**config.mk**
```make
export PLATFORM = sky130hd
export DESIGN_NAME = rckt_ctrl
export DESIGN_NICKNAME = d
export VERILOG_FILES = /design/src/hdl/rckt_pkg.sv /design/src/hdl/rckt_ctrl.sv
export SDC_FILE = /design/constraint.sdc
export NUM_CORES = 1
export LEC_CHECK = 0
export BUFFER_PORTS_ARGS = -buffer_cell sky130_fd_sc_hd__buf_2
export CAP_MARGIN = 10
export CORE_AREA = 2 2 39 41
export CTS_CLUSTER_DIAMETER = 150
export DETAILED_ROUTE_END_ITERATION = 10
export DIE_AREA = 0 0 41 43
export GPL_TIMING_DRIVEN = 1
export HOLD_SLACK_MARGIN = 0.1
export SETUP_SLACK_MARGIN = 0.2
export SYNTH_ARGS = -nofsm -noshare
export SYNTH_HDL_FRONTEND = slang
export SYNTH_SLANG_ARGS = --single-unit
```
**constraint.sdc**
```tcl
create_clock -name clk -period 1.47 [get_ports clk]
set_input_delay 0.147 -clock clk [delete_from_list [all_inputs] [get_ports clk]]
set_output_delay 0.147 -clock clk [all_outputs]
set_load 0.02 [all_outputs]
```
**src/hdl/rckt_pkg.sv**
```systemverilog
package rckt_pkg;

  // Field widths of the stream payloads.
  localparam int KEY_W        = 32;
  localparam int COUNT_W      = 16;
  localparam int STATUS_W     = 3;
  localparam int OCC_W        = 10;
  localparam int ENTRY_W      = KEY_W + COUNT_W;
  localparam int OUT_FIELDS_W = STATUS_W + COUNT_W + OCC_W;
  localparam int OUT_TDATA_W  = 32;

  localparam logic [COUNT_W-1:0] COUNT_MAX = '1;

  // Operation carried in in_tuser.
  localparam logic KIND_ADD    = 1'b0;
  localparam logic KIND_REMOVE = 1'b1;

  // Result status codes.
  localparam logic [STATUS_W-1:0] ST_IGNORED  = 3'd0;
  localparam logic [STATUS_W-1:0] ST_INCR     = 3'd1;
  localparam logic [STATUS_W-1:0] ST_INSERTED = 3'd2;
  localparam logic [STATUS_W-1:0] ST_FULL     = 3'd3;
  localparam logic [STATUS_W-1:0] ST_DECR     = 3'd4;
  localparam logic [STATUS_W-1:0] ST_REMOVED  = 3'd5;
  localparam logic [STATUS_W-1:0] ST_NOTFOUND = 3'd6;

  // Commands from the controller to the datapath.
  typedef struct packed {
    logic capture;
    logic scan;
    logic update;
    logic swap_wr;
    logic load_out;
  } cmd_t;

  // Status from the datapath to the controller.
  typedef struct packed {
    logic scan_done;
    logic need_swap;
    logic out_free;
  } sts_t;

endpackage

```
**src/hdl/rckt_ctrl.sv**
```systemverilog
module rckt_ctrl import rckt_pkg::*; (
  input  logic clk,
  input  logic rst_n,
  input  logic in_tvalid,
  output logic in_tready,
  input  sts_t sts,
  output cmd_t cmd
);

  typedef enum logic [5:0] {
    S_IDLE    = 6'b000001,
    S_SCAN    = 6'b000010,
    S_UPDATE  = 6'b000100,
    S_SWAP_WR = 6'b001000,
    S_RESP    = 6'b010000,
    S_SPARE   = 6'b100000
  } state_t;

  state_t state_r, state_nxt;

  // Next state and command decode.
  always_comb begin
    state_nxt = state_r;
    cmd       = '0;
    in_tready = 1'b0;
    case (state_r)
      S_IDLE: begin
        in_tready = 1'b1;
        if (in_tvalid) begin
          cmd.capture = 1'b1;
          state_nxt   = S_SCAN;
        end
      end
      S_SCAN: begin
        cmd.scan = 1'b1;
        if (sts.scan_done) begin
          state_nxt = S_UPDATE;
        end
      end
      S_UPDATE: begin
        cmd.update = 1'b1;
        state_nxt  = sts.need_swap ? S_SWAP_WR : S_RESP;
      end
      S_SWAP_WR: begin
        cmd.swap_wr = 1'b1;
        state_nxt   = S_RESP;
      end
      S_RESP: begin
        if (sts.out_free) begin
          cmd.load_out = 1'b1;
          state_nxt    = S_IDLE;
        end
      end
      default: begin
        state_nxt = S_IDLE;
      end
    endcase
  end

  always_ff @(posedge clk) begin
    if (!rst_n) begin
      state_r <= S_IDLE;
    end else begin
      state_r <= state_nxt;
    end
  end

endmodule

```
-- Yosys cells after proc, flatten, opt, wreduce, memory -nomap -nowiden
Index checks and enable logic that the tools add are counted.
W data, S select, Z words.
- logic and storage cells: 23
- register bits: 6
- input port bits: 6
- reductions and logical operators: 1
- multiplexer cells: 13
- eq/ne operators: 8
- operator list (kind ; number):
    $pmux W6 S5 ; 1
    $mux W6 ; 3
    $mux W1 ; 8
    $eq A6 B1 Y1 const B ; 1
    $eq A6 B2 Y1 const B ; 1
    $eq A6 B3 Y1 const B ; 1
    $eq A6 B4 Y1 const B ; 1
    $eq A6 B5 Y1 const B ; 1
    $ne A2 B2 Y1 const B ; 3
    $mux W5 ; 1
    $reduce_and A3 Y1 ; 1

-- Logic depth before layout (Yosys ltp)
Gate-level depths: netlist of run 1.
- word-level depth: 3
- mapped depth: 4

-- Worst setup path before layout of run 1
Ideal clock, no wire load.
- path kind: flip-flop to flip-flop
- start: register state_r[3]
- end: register state_r[2]
- path slack: -314 ps
- stages on the path, launching flop included: 4
- path buffers: 0
- library setup time: 63 ps
- period minus slack after synthesis: 1784 ps
- arrival: 1720 ps
- cell sequence: dfxtp_1 or2_2 nor4b_1 and3_1
- word-level cells in the longest chain between the ends: 3
- RTL lines (element ; line ; source):
    from (decl) ; rckt_ctrl.sv:19 ; state_t state_r, state_nxt;
    from (signal assigned) ; rckt_ctrl.sv:64 ; state_r <= state_nxt;
    $eq A6 B2 Y1, or another cell as far along ; rckt_ctrl.sv:26 ; case (state_r)
    $ne A2 B2 Y1 (no source line) ; - ;
    $reduce_and A3 Y1 (no source line) ; - ;
Parallel ways exist; a longest one is shown, timed or not.
A chain may end at the register's enable or synchronous reset.

==> results of run 1 <==
## cells by family after synthesis
logic type / after synthesis
and+or+nand+nor: 18
xor gates and xnor gates: 1
DFF: 5
buffers and inverters: 4
AOI/OAI and AO/OA: 9
## cell usage in the layout, fill, tap and decap left out, types with 2 or more instances in the layout
cell / netlist / final
and3_1: 2 / 2
buf_2: 1 / 5
buf_4: 0 / 14
buf_6: 1 / 8
clkbuf_4: 0 / 3
dfxtp_2: 0 / 2
dfxtp_4: 0 / 2
inv_1: 2 / 2
nand2b_1: 3 / 2
nor4_4: 0 / 2
nor4b_4: 0 / 2
o41a_1: 2 / 2
or2_4: 0 / 2
or3b_1: 2 / 2
## cell type report
| type | instances | area (um^2) | area share [%] |
|---|---|---|---|
| clock buffers | 4 | 26.3 | 3.80 |
| flip-flops and latches | 5 | 110 | 15.9 |
| inverters | 2 | 7.51 | 1.08 |
| repair buffers | 27 | 220 | 31.8 |
| multi-input cells | 28 | 308 | 44.5 |
| well taps | 16 | 20.0 | 2.89 |
## worst max-delay path: stages (launching register included)
cell and delay, ns:
dfxtp_4 0.33, or2_4 0.26, buf_6 0.12, nor3_4 0.16, and2_4 0.16, buf_6 0.11
## report_power, final
group	switching [mW]	leakage, nW	internal, mW
sequential	0.00667	0.0433	0.143
combinational	0.0988	0.248	0.109
clock	0.0608	0.0150	0.103
total	0.166	0.306	0.355
## timing repair
item,4_1_cts,5_1_grt
setup buffers,9,0
endpoints found under the setup margin,11,11
gates resized for setup,16,8
pin swaps,9,3
gates cloned,0,0
## metrics by stage
step	utilization (%)	total power, mW
2_1_floorplan	-	0.256
3_3_place_gp	36.9	0.296
3_5_place_dp	36.9	0.298
4_1_cts	47.4	0.511
5_1_grt	50.0	0.546
6_report	50.0	0.521
## how the worst max path moves through the flow
| stage | start | endpoint | slack [ns] |
|---|---|---|---|
| 5_1_grt | state_r[3]$_SDFFE_PN0P_ | cmd[3] | -0.11 |
| 3_5_place_dp | state_r[2]$_SDFFE_PN0P_ | cmd[4] | 0.09 |
| 4_1_cts | state_r[3]$_SDFFE_PN0P_ | cmd[3] | -0.07 |
| 6_report | state_r[1]$_SDFFE_PN0P_ | cmd[4] | -0.07 |
| 3_3_place_gp | state_r[2]$_SDFFE_PN0P_ | state_r[1]$_SDFFE_PN0P_ | 0.10 |
| 2_1_floorplan | state_r[2]$_SDFFE_PN0P_ | state_r[1]$_SDFFE_PN0P_ | 0.1 |
## metal layers
metal | track usage [%] | vias to the layer above | share of wire, %
met2 | 22.5 | 9 | 58
met5 | 0 | - | 0
li1 | - | 199 | -
met1 | 14.2 | 209 | 37
met3 | 4.71 | 2 | 2.4
met4 | 10.0 | 0 | 1.9
==> impl_summary.log, run 1 <==
INFO  metric violations = setup timing
INFO  metric post_synth_adder_cell_area = 0%
INFO  metric placement.io_buffers = 11
INFO  metric relSlewSlack = 80.3%
INFO  metric die_w = a little over 40 um
INFO  metric syn_area = ~340 um^2
INFO  metric final-hold-violation-count = 0
INFO  metric grt_antenna_before_repair = 0
INFO  metric tritoncts = done
INFO  metric postSynth.asyncResetShare = 0%
INFO  metric seq_total_area_yosys = a little under 30%
INFO  metric synth.largest_area_cell = dfxtp_1
INFO  metric timing.hold.worst_endpoint = state_r[1]$_SDFFE_PN0P_
INFO  metric worst_clock_skew = about 0.00056 ns
INFO  metric detailedPlacementHpwl = about 750 um
INFO  metric die-height = between 40 and 50 um
INFO  metric pre_cts_slack = 0.0900 ns
INFO  metric muxShareOfSynthArea = 0%
INFO  metric layout_top_registers = state_r x5
INFO  metric status = complete, but fails checks
INFO  metric detailedRoute.firstIterationViolations = 7
INFO  metric critical_path.startpoint_type = register
INFO  metric finalSetupViolations = 4
INFO  metric detailed_place.area = about 510 um^2
INFO  metric synthCells = 37
INFO  metric min_path_cells = 2
INFO  metric layout_setup_ws = -0.0658 ns
INFO  metric rsz0062_at_grt = true
INFO  metric std_cell_rows = 14
INFO  metric vias = 419
INFO  metric yosysTopAreaCellShare = between 20 and 30%
INFO  metric antenna_left = 0
INFO  metric first_global_vias = 380
INFO  metric post-route-cell-area = between 600 and 700 um^2
INFO  metric filler_free_cell_count_of_the_finished_design = 82
INFO  metric final.period_utilization = 104%
INFO  metric totalWireLength = approximately 1100 um
INFO  metric vdd_drop_max = roughly 370 uV
INFO  metric clkLatencyLatePin = 0.25 ns
INFO  metric dpl.cell_count = 69
INFO  metric global_route.overflow_total = 0
INFO  metric synth_top_family_by_area = simple AND/OR/NAND/NOR gates
INFO  metric critPathCaptureType = output port
INFO  metric yosys.cell_count.top_type = dfxtp_1
INFO  metric start_util = 24.5%
INFO  metric critical_path_arrival = 1.39 ns
INFO  metric viasPerCell = 5.11
INFO  metric timing.reg2reg.setup_slack = ~0.060 ns
INFO  metric regToRegStartpoint = state_r[3]$_SDFFE_PN0P_
INFO  metric critical_path.reg2reg.endpoint = state_r[1]$_SDFFE_PN0P_
INFO  metric netlist-cell-type-count = 25
INFO  metric globalplace.congestion = between 0.6 and 0.7
INFO  metric final.min_clock_period = between 1.5 and 2 ns
INFO  metric regMostFlops = state_r
INFO  metric drt_drc_violations_left = 0
INFO  metric required_time_reported_for_the_critical_path_endpoint = approximately 1.3 ns
INFO  metric drive_above_1_share = 71.2%
INFO  metric design.core.area = 1380 um^2
INFO  metric syn-mean-instance-area = 9.16 um^2
INFO  metric synthXorXnorAreaFrac = under 10%
INFO  metric cts.hold.buffers_added = 0
INFO  metric ys_seq_elements = 5
INFO  metric syn-num-nets = between 40 and 50
INFO  metric synth_compound_area_share = about 25%
INFO  metric max-clock-path-buffers = 2
INFO  metric p_per_area = between 700 and 800 nW/um^2
INFO  metric fp.dieArea = between 1500 and 2000 um^2
INFO  metric wire_per_inst = roughly 13 um
INFO  metric critical_path_peak_fanout = 3
INFO  metric nFillCells = around 130
INFO  metric synth_top_flop_cell = dfxtp_1
INFO  metric hold_path_class = in2reg
INFO  metric synthTopCellsByCount = dfxtp_1 (5), nand2b_1 (3)
INFO  metric cts.htree.levels = 1
INFO  metric hold_path_start = rst_n
INFO  metric grt_start_max_net_pins = 7
INFO  metric ys_warn_count = 0
INFO  metric grt_usage = 14.1%
INFO  metric wire_length_of_the_first_global_routing_pass = between 1500 and 2000 um
INFO  metric synth-edff-count = 0
INFO  metric static-leakage-power = roughly 0.31 nW
INFO  metric maxCapViolations = 0
INFO  metric tns = -0.211 ns
INFO  metric post_synth_main_area_contributors = dfxtp_1 (30%), o41a_1 (6.6%), nand2b_1 (5.5%)
INFO  metric drt_pass1_iterations = 3
INFO  metric cts_made_buffers = 3
INFO  metric largest_register_ff_count = 5
INFO  metric crit_type = reg2out
INFO  metric clock-sinks = 5
INFO  metric worstRegToRegCells = 5
INFO  metric max_freq = approximately 650 MHz
INFO  metric final.hold.worst_slack = between 0.1 and 0.15 ns
INFO  metric areaGrowthSynthToFinish = 104%
INFO  metric io_pins = 12
INFO  metric clk_pin_slew = ~0.04 ns
INFO  metric root_buffer = clkbuf_4
INFO  metric diodes = 0
INFO  metric post_synth_and_or_nand_nor_area_fraction = approximately 35%
INFO  metric worst-slew-pin-transition = between 0.2 and 0.3 ns
INFO  metric num-nets-final = 73
INFO  metric fin_max_slew_vios = 0
No activity file was read; power rests on OpenSTA's default activity.
==> run 2: changes to the inputs <==
--- a/config.mk
+++ b/config.mk
@@ -13,6 +13,7 @@
 export DIE_AREA = 0 0 41 43
 export GPL_TIMING_DRIVEN = 1
 export HOLD_SLACK_MARGIN = 0.1
+export RECOVER_POWER = 50
 export SETUP_SLACK_MARGIN = 0.2
 export SYNTH_ARGS = -nofsm -noshare
 export SYNTH_HDL_FRONTEND = slang
==> run 2 against run 1 <==
Effect of this change: the run still ends with setup timing left; global-route usage unchanged; register-to-register slack about the same; sequential share of layout area increased by 0.12 points; critical endpoint unchanged.
==> impl_summary.log, run 2 (synthesis gave the netlist of run 1 again) <==
INFO  metric critical_path.most_common_cell = buf_6 (unchanged)
INFO  metric cts_made_buffers = 3 (unchanged)
INFO  metric io_pins = 12 (unchanged)
INFO  metric fp.dieArea = 1760 um^2 (unchanged)
INFO  metric post-route-cell-area = 687 um^2 (was 692 um^2)
INFO  metric fin_max_slew_vios = 0 (unchanged)
INFO  metric relSlewSlack = 80.5% (was 80.3%)
INFO  metric timing.critical_path.slowest_cell_delay = 0.33 ns (about the same)
INFO  metric tritoncts = done (unchanged)
INFO  metric hold_path_class = in2reg (unchanged)
INFO  metric worstPathBufferInverterCount = 2 (unchanged)
INFO  metric wire_length_of_the_first_global_routing_pass = 1580 um (unchanged)
INFO  metric viasPerCell = 5.01 (was 5.11)
INFO  metric path_delay_family = simple AND/OR/NAND/NOR gates (unchanged)
INFO  metric drt_drc_violations_left = 0 (unchanged)
INFO  metric crit_type = reg2out (unchanged)
INFO  metric critical_path.startpoint_type = register (unchanged)
INFO  metric largest_register_ff_count = 5 (unchanged)
INFO  metric status = complete, but fails checks (unchanged)
INFO  metric cts.htree.levels = 1 (unchanged)
INFO  metric global_route.overflow_total = 0 (unchanged)
INFO  metric p_per_area = 749 nW/um^2 (was 753 nW/um^2)
INFO  metric final-hold-violation-count = 0 (unchanged)
INFO  metric worst_clock_skew = 0.000157 ns (was 0.000556 ns)
INFO  metric static-leakage-power = 0.306 nW (about the same)
INFO  metric start_util = 24.5% (unchanged)
INFO  metric critPathCaptureType = output port (unchanged)
INFO  metric final.period_utilization = 104% (about the same)
INFO  metric tns = -0.204 ns (was -0.211 ns)
INFO  metric clk_pin_slew = 0.04 ns (about the same)
INFO  metric grt_start_max_net_pins = 7 (unchanged)
INFO  metric layout_top_registers = state_r x5 (unchanged)
INFO  metric root_buffer = clkbuf_4 (unchanged)
INFO  metric critical_path_arrival = 1.39 ns (about the same)
INFO  metric vdd_drop_max = 363 uV (was 368 uV)
INFO  metric cell_by_cell_listing_of_the_critical_path = or2_4 > buf_6 > nor3_4 > and2_4 > buf_6 (unchanged)
INFO  metric regMostFlops = state_r (unchanged)
INFO  metric std_cell_rows = 14 (unchanged)
INFO  metric design.core.area = 1380 um^2 (unchanged)
INFO  metric critical_path_peak_fanout = 3 (unchanged)
INFO  metric areaGrowthSynthToFinish = 103% (was 104%)
INFO  metric critPathSlowestCell = dfxtp_4 (unchanged)
INFO  metric finalSetupViolations = 4 (unchanged)
INFO  metric layout_setup_ws = -0.0623 ns (was -0.0658 ns)
INFO  metric vias = 411 (was 419)
INFO  metric layout.cells.most_common = buf_4 (unchanged)
INFO  metric grt_usage = 14.1% (unchanged)
INFO  metric max_freq = 653 MHz (was 651 MHz)
INFO  metric detailed_place.area = 510 um^2 (unchanged)
INFO  metric antenna_left = 0 (unchanged)
INFO  metric final_cell_mix = buf_4 (13), buf_6 (8), buf_2 (5) (was buf_4 (14), buf_6 (8), buf_2 (5))
INFO  metric die_w = 41 um (unchanged)
INFO  metric totalWireLength = 1050 um (was 1060 um)
INFO  metric drt_pass1_iterations = 2 (was 3)
INFO  metric clkLatencyLatePin = 0.25 ns (about the same)
INFO  metric num-nets-final = 73 (unchanged)
INFO  metric wire_per_inst = 12.7 um (was 12.9 um)
INFO  metric drive_above_1_share = 69.7% (was 71.2%)
INFO  metric max-clock-path-buffers = 2 (unchanged)
INFO  metric final.min_clock_period = 1.53 ns (was 1.54 ns)
INFO  metric rsz0062_at_grt = true (unchanged)
INFO  metric die-height = 43 um (unchanged)
INFO  metric violations = setup timing (unchanged)
INFO  metric placement.io_buffers = 11 (unchanged)
INFO  metric maxCapViolations = 0 (unchanged)
INFO  metric required_time_reported_for_the_critical_path_endpoint = 1.32 ns (about the same)
INFO  metric globalplace.congestion = 0.657 (unchanged)
INFO  metric detailedRoute.firstIterationViolations = 4 (was 7)
INFO  metric clock-sinks = 5 (unchanged)
INFO  metric grt_antenna_before_repair = 0 (unchanged)
INFO  metric nFillCells = 135 (was 133)
INFO  metric diodes = 0 (unchanged)
INFO  metric pre_cts_slack = 0.0900 ns (unchanged)
INFO  metric detailedPlacementHpwl = 745 um (unchanged)
INFO  metric first_global_vias = 380 (unchanged)
INFO  metric worst-slew-pin-transition = 0.291 ns (was 0.294 ns)
## run 2: cell count changes in the layout (fill, tap and decap cells not counted), sizes merged
cell | previous run | this run
clkbuf | 4 | 5
buf | 27 | 26
## run 2: worst reg2reg max path, delay by kind of cell (launching register included)
kind | cells | cell delay [ns]
AO/OA/AOI/OAI | 2 | 0.60
AND/OR/NAND/NOR | 1 | 0.15
buffers and inverters | 2 | 0.23
flip-flops | 1 | 0.31
## run 2: worst paths after layout
path	start	endpoint	slack, ns	cells after the start
max reg2reg	state_r[3]$_SDFFE_PN0P_	state_r[1]$_SDFFE_PN0P_	0.06	5
min	rst_n	state_r[1]$_SDFFE_PN0P_	0.15	2
max	state_r[1]$_SDFFE_PN0P_	cmd[4]	-0.06	5
min reg2reg	state_r[4]$_SDFFE_PN0P_	state_r[4]$_SDFFE_PN0P_	0.70	3
## run 2: power breakdown
group / total (mW) / switching [mW] / internal, mW
clock network: 0.162 / 0.0590 / 0.103
logic: 0.204 / 0.0974 / 0.106
registers: 0.149 / 0.00634 / 0.143
## run 2: per-stage QoR
step	power [mW]	hold WS, ns	instances	utilization [%]
detailed placement	0.298	0.396	69	36.9
CTS	0.511	0.137	82	47.4
floorplan	0.256	0.278	37	-
global route	0.543	0.145	82	49.6
global placement	0.296	0.396	69	36.9
finish	0.515	0.149	82	49.6
## run 2: routing by layer
layer	part of all wire (%)	vias up	global-route usage (%)
met1	38	202	14.2
met4	1.9	0	10.0
met5	0	-	0
met3	2.1	2	4.71
li1	-	200	-
met2	58	7	22.5
## run 2: what timing repair did
| item | in CTS | in global routing |
|---|---|---|
| setup endpoints to repair | 11 | 11 |
| pin swaps | 9 | 3 |
| gates resized for setup | 16 | 8 |
| endpoints found under the hold margin | 0 | 0 |
| buffers inserted | 9 | 0 |
| hold buffers | 0 | 0 |
## run 2: layout make-up
type	count	area (um^2)	share of cell area (%)
multi-input combinational	28	305	44.4
inverter	2	7.51	1.09
sequential	5	110	16.0
clock buffer	4	26.3	3.83
tap	16	20.0	2.91
timing repair buffer	27	218	31.7
==> run 3: changes to the inputs <==
--- a/config.mk
+++ b/config.mk
@@ -7,12 +7,15 @@
 export LEC_CHECK = 0
 export BUFFER_PORTS_ARGS = -buffer_cell sky130_fd_sc_hd__buf_2
 export CAP_MARGIN = 10
+export CELL_PAD_IN_SITES_DETAIL_PLACEMENT = 1
+export CELL_PAD_IN_SITES_GLOBAL_PLACEMENT = 1
 export CORE_AREA = 2 2 39 41
 export CTS_CLUSTER_DIAMETER = 150
 export DETAILED_ROUTE_END_ITERATION = 10
 export DIE_AREA = 0 0 41 43
 export GPL_TIMING_DRIVEN = 1
 export HOLD_SLACK_MARGIN = 0.1
+export PLACE_DENSITY_LB_ADDON = 0.1
 export RECOVER_POWER = 50
 export SETUP_SLACK_MARGIN = 0.2
 export SYNTH_ARGS = -nofsm -noshare
==> run 3 against run 2 <==
Effect of this change: the run still ends with setup timing left; critical endpoint is now cmd[2]; flip-flop and latch count is the same; die area is the same; sequential power is essentially flat; setup slack gained 0.030 ns; register-to-register slack lost 0.07 ns; via count shrank 4.9%; cell count shrank 2.4%; clock power shrank 4%; critical path depth shrank 1; power shrank 2.7%.
==> impl_summary.log, run 3 (synthesis gave the netlist of run 1 again) <==
INFO  metric critical_path.startpoint_type = register (unchanged)
INFO  metric grt_usage = 13.6% (was 14.1%)
INFO  metric timing.critical_path.slowest_cell_delay = 0.32 ns (was 0.33 ns)
INFO  metric final-hold-violation-count = 0 (unchanged)
INFO  metric violations = setup timing (unchanged)
INFO  metric grt_antenna_before_repair = 0 (unchanged)
INFO  metric critPathSlowestCell = dfxtp_2 (was dfxtp_4)
INFO  metric dpl.cell_count = 68 (was 69)
INFO  metric global_route.usage.met2 = 22.2% (was 22.5%)
INFO  metric critical_path_peak_fanout = 3 (unchanged)
INFO  metric clkLatencyLatePin = 0.24 ns (was 0.25 ns)
INFO  metric finalSetupViolations = 4 (unchanged)
INFO  metric regMostFlops = state_r (unchanged)
INFO  metric layout.cells.most_common = buf_4 (unchanged)
INFO  metric final_cell_mix = buf_4 (11), buf_6 (8), buf_2 (5) (was buf_4 (13), buf_6 (8), buf_2 (5))
INFO  metric placement.io_buffers = 11 (unchanged)
INFO  metric final.hold.worst_slack = 0.162 ns (was 0.149 ns)
INFO  metric grt-busiest-layer = met2 (unchanged)
INFO  metric viasPerCell = 4.89 (was 5.01)
INFO  metric final.period_utilization = 102% (was 104%)
INFO  metric root_buffer = clkbuf_4 (unchanged)
INFO  metric vdd_drop_max = 414 uV (was 363 uV)
INFO  metric max-clock-path-buffers = 2 (unchanged)
INFO  metric cell_by_cell_listing_of_the_critical_path = or2_4 > buf_6 > nor4b_4 > buf_4 (was or2_4 > buf_6 > nor3_4 > and2_4 > buf_6)
INFO  metric drt_drc_violations_left = 0 (unchanged)
INFO  metric rsz0062_at_grt = true (unchanged)
INFO  metric first_global_vias = 390 (was 380)
INFO  metric grt_start_max_net_pins = 9 (was 7)
INFO  metric die_w = 41 um (unchanged)
INFO  metric worst-slew-pin-transition = 0.336 ns (was 0.291 ns)
INFO  metric totalWireLength = 998 um (was 1050 um)
INFO  metric cts_made_buffers = 3 (unchanged)
INFO  metric final.min_clock_period = 1.50 ns (was 1.53 ns)
INFO  metric die-height = 43 um (unchanged)
INFO  metric cts.hold.buffers_added = 0 (unchanged)
INFO  metric io_pins = 12 (unchanged)
INFO  metric critical_path_arrival = 1.36 ns (was 1.39 ns)
INFO  metric cts.htree.levels = 1 (unchanged)
INFO  metric static-leakage-power = 0.293 nW (was 0.306 nW)
INFO  metric fp.dieArea = 1760 um^2 (unchanged)
INFO  metric pre_cts_slack = 0.0728 ns (was 0.0900 ns)
INFO  metric status = complete, but fails checks (unchanged)
INFO  metric critPathCaptureType = output port (unchanged)
INFO  metric detailedPlacementHpwl = 763 um (was 745 um)
INFO  metric relSlewSlack = 77.4% (was 80.5%)
INFO  metric fin_max_slew_vios = 0 (unchanged)
INFO  metric wire_length_of_the_first_global_routing_pass = 1660 um (was 1580 um)
INFO  metric wire_per_inst = 12.5 um (was 12.7 um)
INFO  metric global_route.overflow_total = 0 (unchanged)
INFO  metric drt_pass1_iterations = 2 (unchanged)
INFO  metric filler_free_cell_count_of_the_finished_design = 80 (was 82)
INFO  metric globalplace.congestion = 0.754 (was 0.657)
INFO  metric clk_pin_slew = 0.04 ns (about the same)
INFO  metric finalPower = 501 uW (was 515 uW)
INFO  metric largest_register_ff_count = 5 (unchanged)
INFO  metric worst_clock_skew = 0.00196 ns (was 0.000157 ns)
INFO  metric layout_top_registers = state_r x5 (unchanged)
INFO  metric tritoncts = done (unchanged)
INFO  metric grt_util_met1 = 15.8% (was 14.2%)
INFO  metric nFillCells = 172 (was 135)
INFO  metric antenna_left = 0 (unchanged)
INFO  metric vias = 391 (was 411)
INFO  metric maxCapViolations = 0 (unchanged)
INFO  metric design.core.area = 1380 um^2 (unchanged)
INFO  metric clock-sinks = 5 (unchanged)
INFO  metric start_util = 24.5% (unchanged)
INFO  metric crit_type = reg2out (unchanged)
INFO  metric hold_path_class = in2reg (unchanged)
INFO  metric num-nets-final = 71 (was 73)
INFO  metric areaGrowthSynthToFinish = 93.7% (was 103%)
INFO  metric std_cell_rows = 14 (unchanged)
INFO  metric layout_setup_ws = -0.0327 ns (was -0.0623 ns)
INFO  metric p_per_area = 763 nW/um^2 (was 749 nW/um^2)
INFO  metric ff_latch_area = 111 um^2 (was 110 um^2)
INFO  metric required_time_reported_for_the_critical_path_endpoint = 1.32 ns (about the same)
INFO  metric drive_above_1_share = 68.8% (was 69.7%)
INFO  metric max_freq = 665 MHz (was 653 MHz)
INFO  metric global_route.usage.met3 = 3.14% (was 4.71%)
INFO  metric detailedRoute.firstIterationViolations = 3 (was 4)
INFO  metric multi_input_area = 289 um^2 (was 305 um^2)
INFO  metric diodes = 0 (unchanged)
run 3: critical path, delay by kind of cell, from the launching register on:
family / cells / cell delay [ns]
buf+inv: 2 / 0.32
flops: 1 / 0.32
simple gates: 2 / 0.48
run 3: final timing paths:
path,start,end,slack [ns],depth (start not counted)
hold reg to reg,state_r[2]$_SDFFE_PN0P_,state_r[2]$_SDFFE_PN0P_,0.69,3
setup reg to reg,state_r[1]$_SDFFE_PN0P_,state_r[1]$_SDFFE_PN0P_,-0.01,5
setup / recovery,state_r[3]$_SDFFE_PN0P_,cmd[2],-0.03,4
hold / removal,sts[1],state_r[3]$_SDFFE_PN0P_,0.16,2
run 3: final cells by class:
class	count	area share [%]
multi-input combinational	28	44.0
timing repair buffer	25	30.9
sequential	5	17.0
clock buffer	4	4.00
tap	16	3.05
inverter	2	1.14
run 3: report_power, final:
group	switching (mW)	internal, mW
clock	0.0524	0.102
sequential	0.00777	0.144
combinational	0.0915	0.103
total	0.152	0.349
run 3: layer usage:
layer | up-vias | wire length, um
li1 | 196 | -
met1 | 184 | 407
met2 | 11 | 538
met3 | 0 | 52
met4 | 0 | 0
met5 | - | 0
run 3: per-stage QoR:
stage | cell area [um^2] | util [%] | setup TNS [ns]
2_1_floorplan | 402 | - | 0
3_3_place_gp | 503 | 36.3 | 0
3_5_place_dp | 503 | 36.3 | 0
4_1_cts | 627 | 45.3 | -0.144
5_1_grt | 657 | 47.5 | -0.511
6_report | 657 | 47.5 | -0.100
run 3: timing repair:
action / CTS / global route
setup buffers: 6 / 2
pin swaps: 4 / 2
setup endpoints to repair: 11 / 11
endpoints found under the hold margin: 0 / 0
resized for setup: 18 / 5
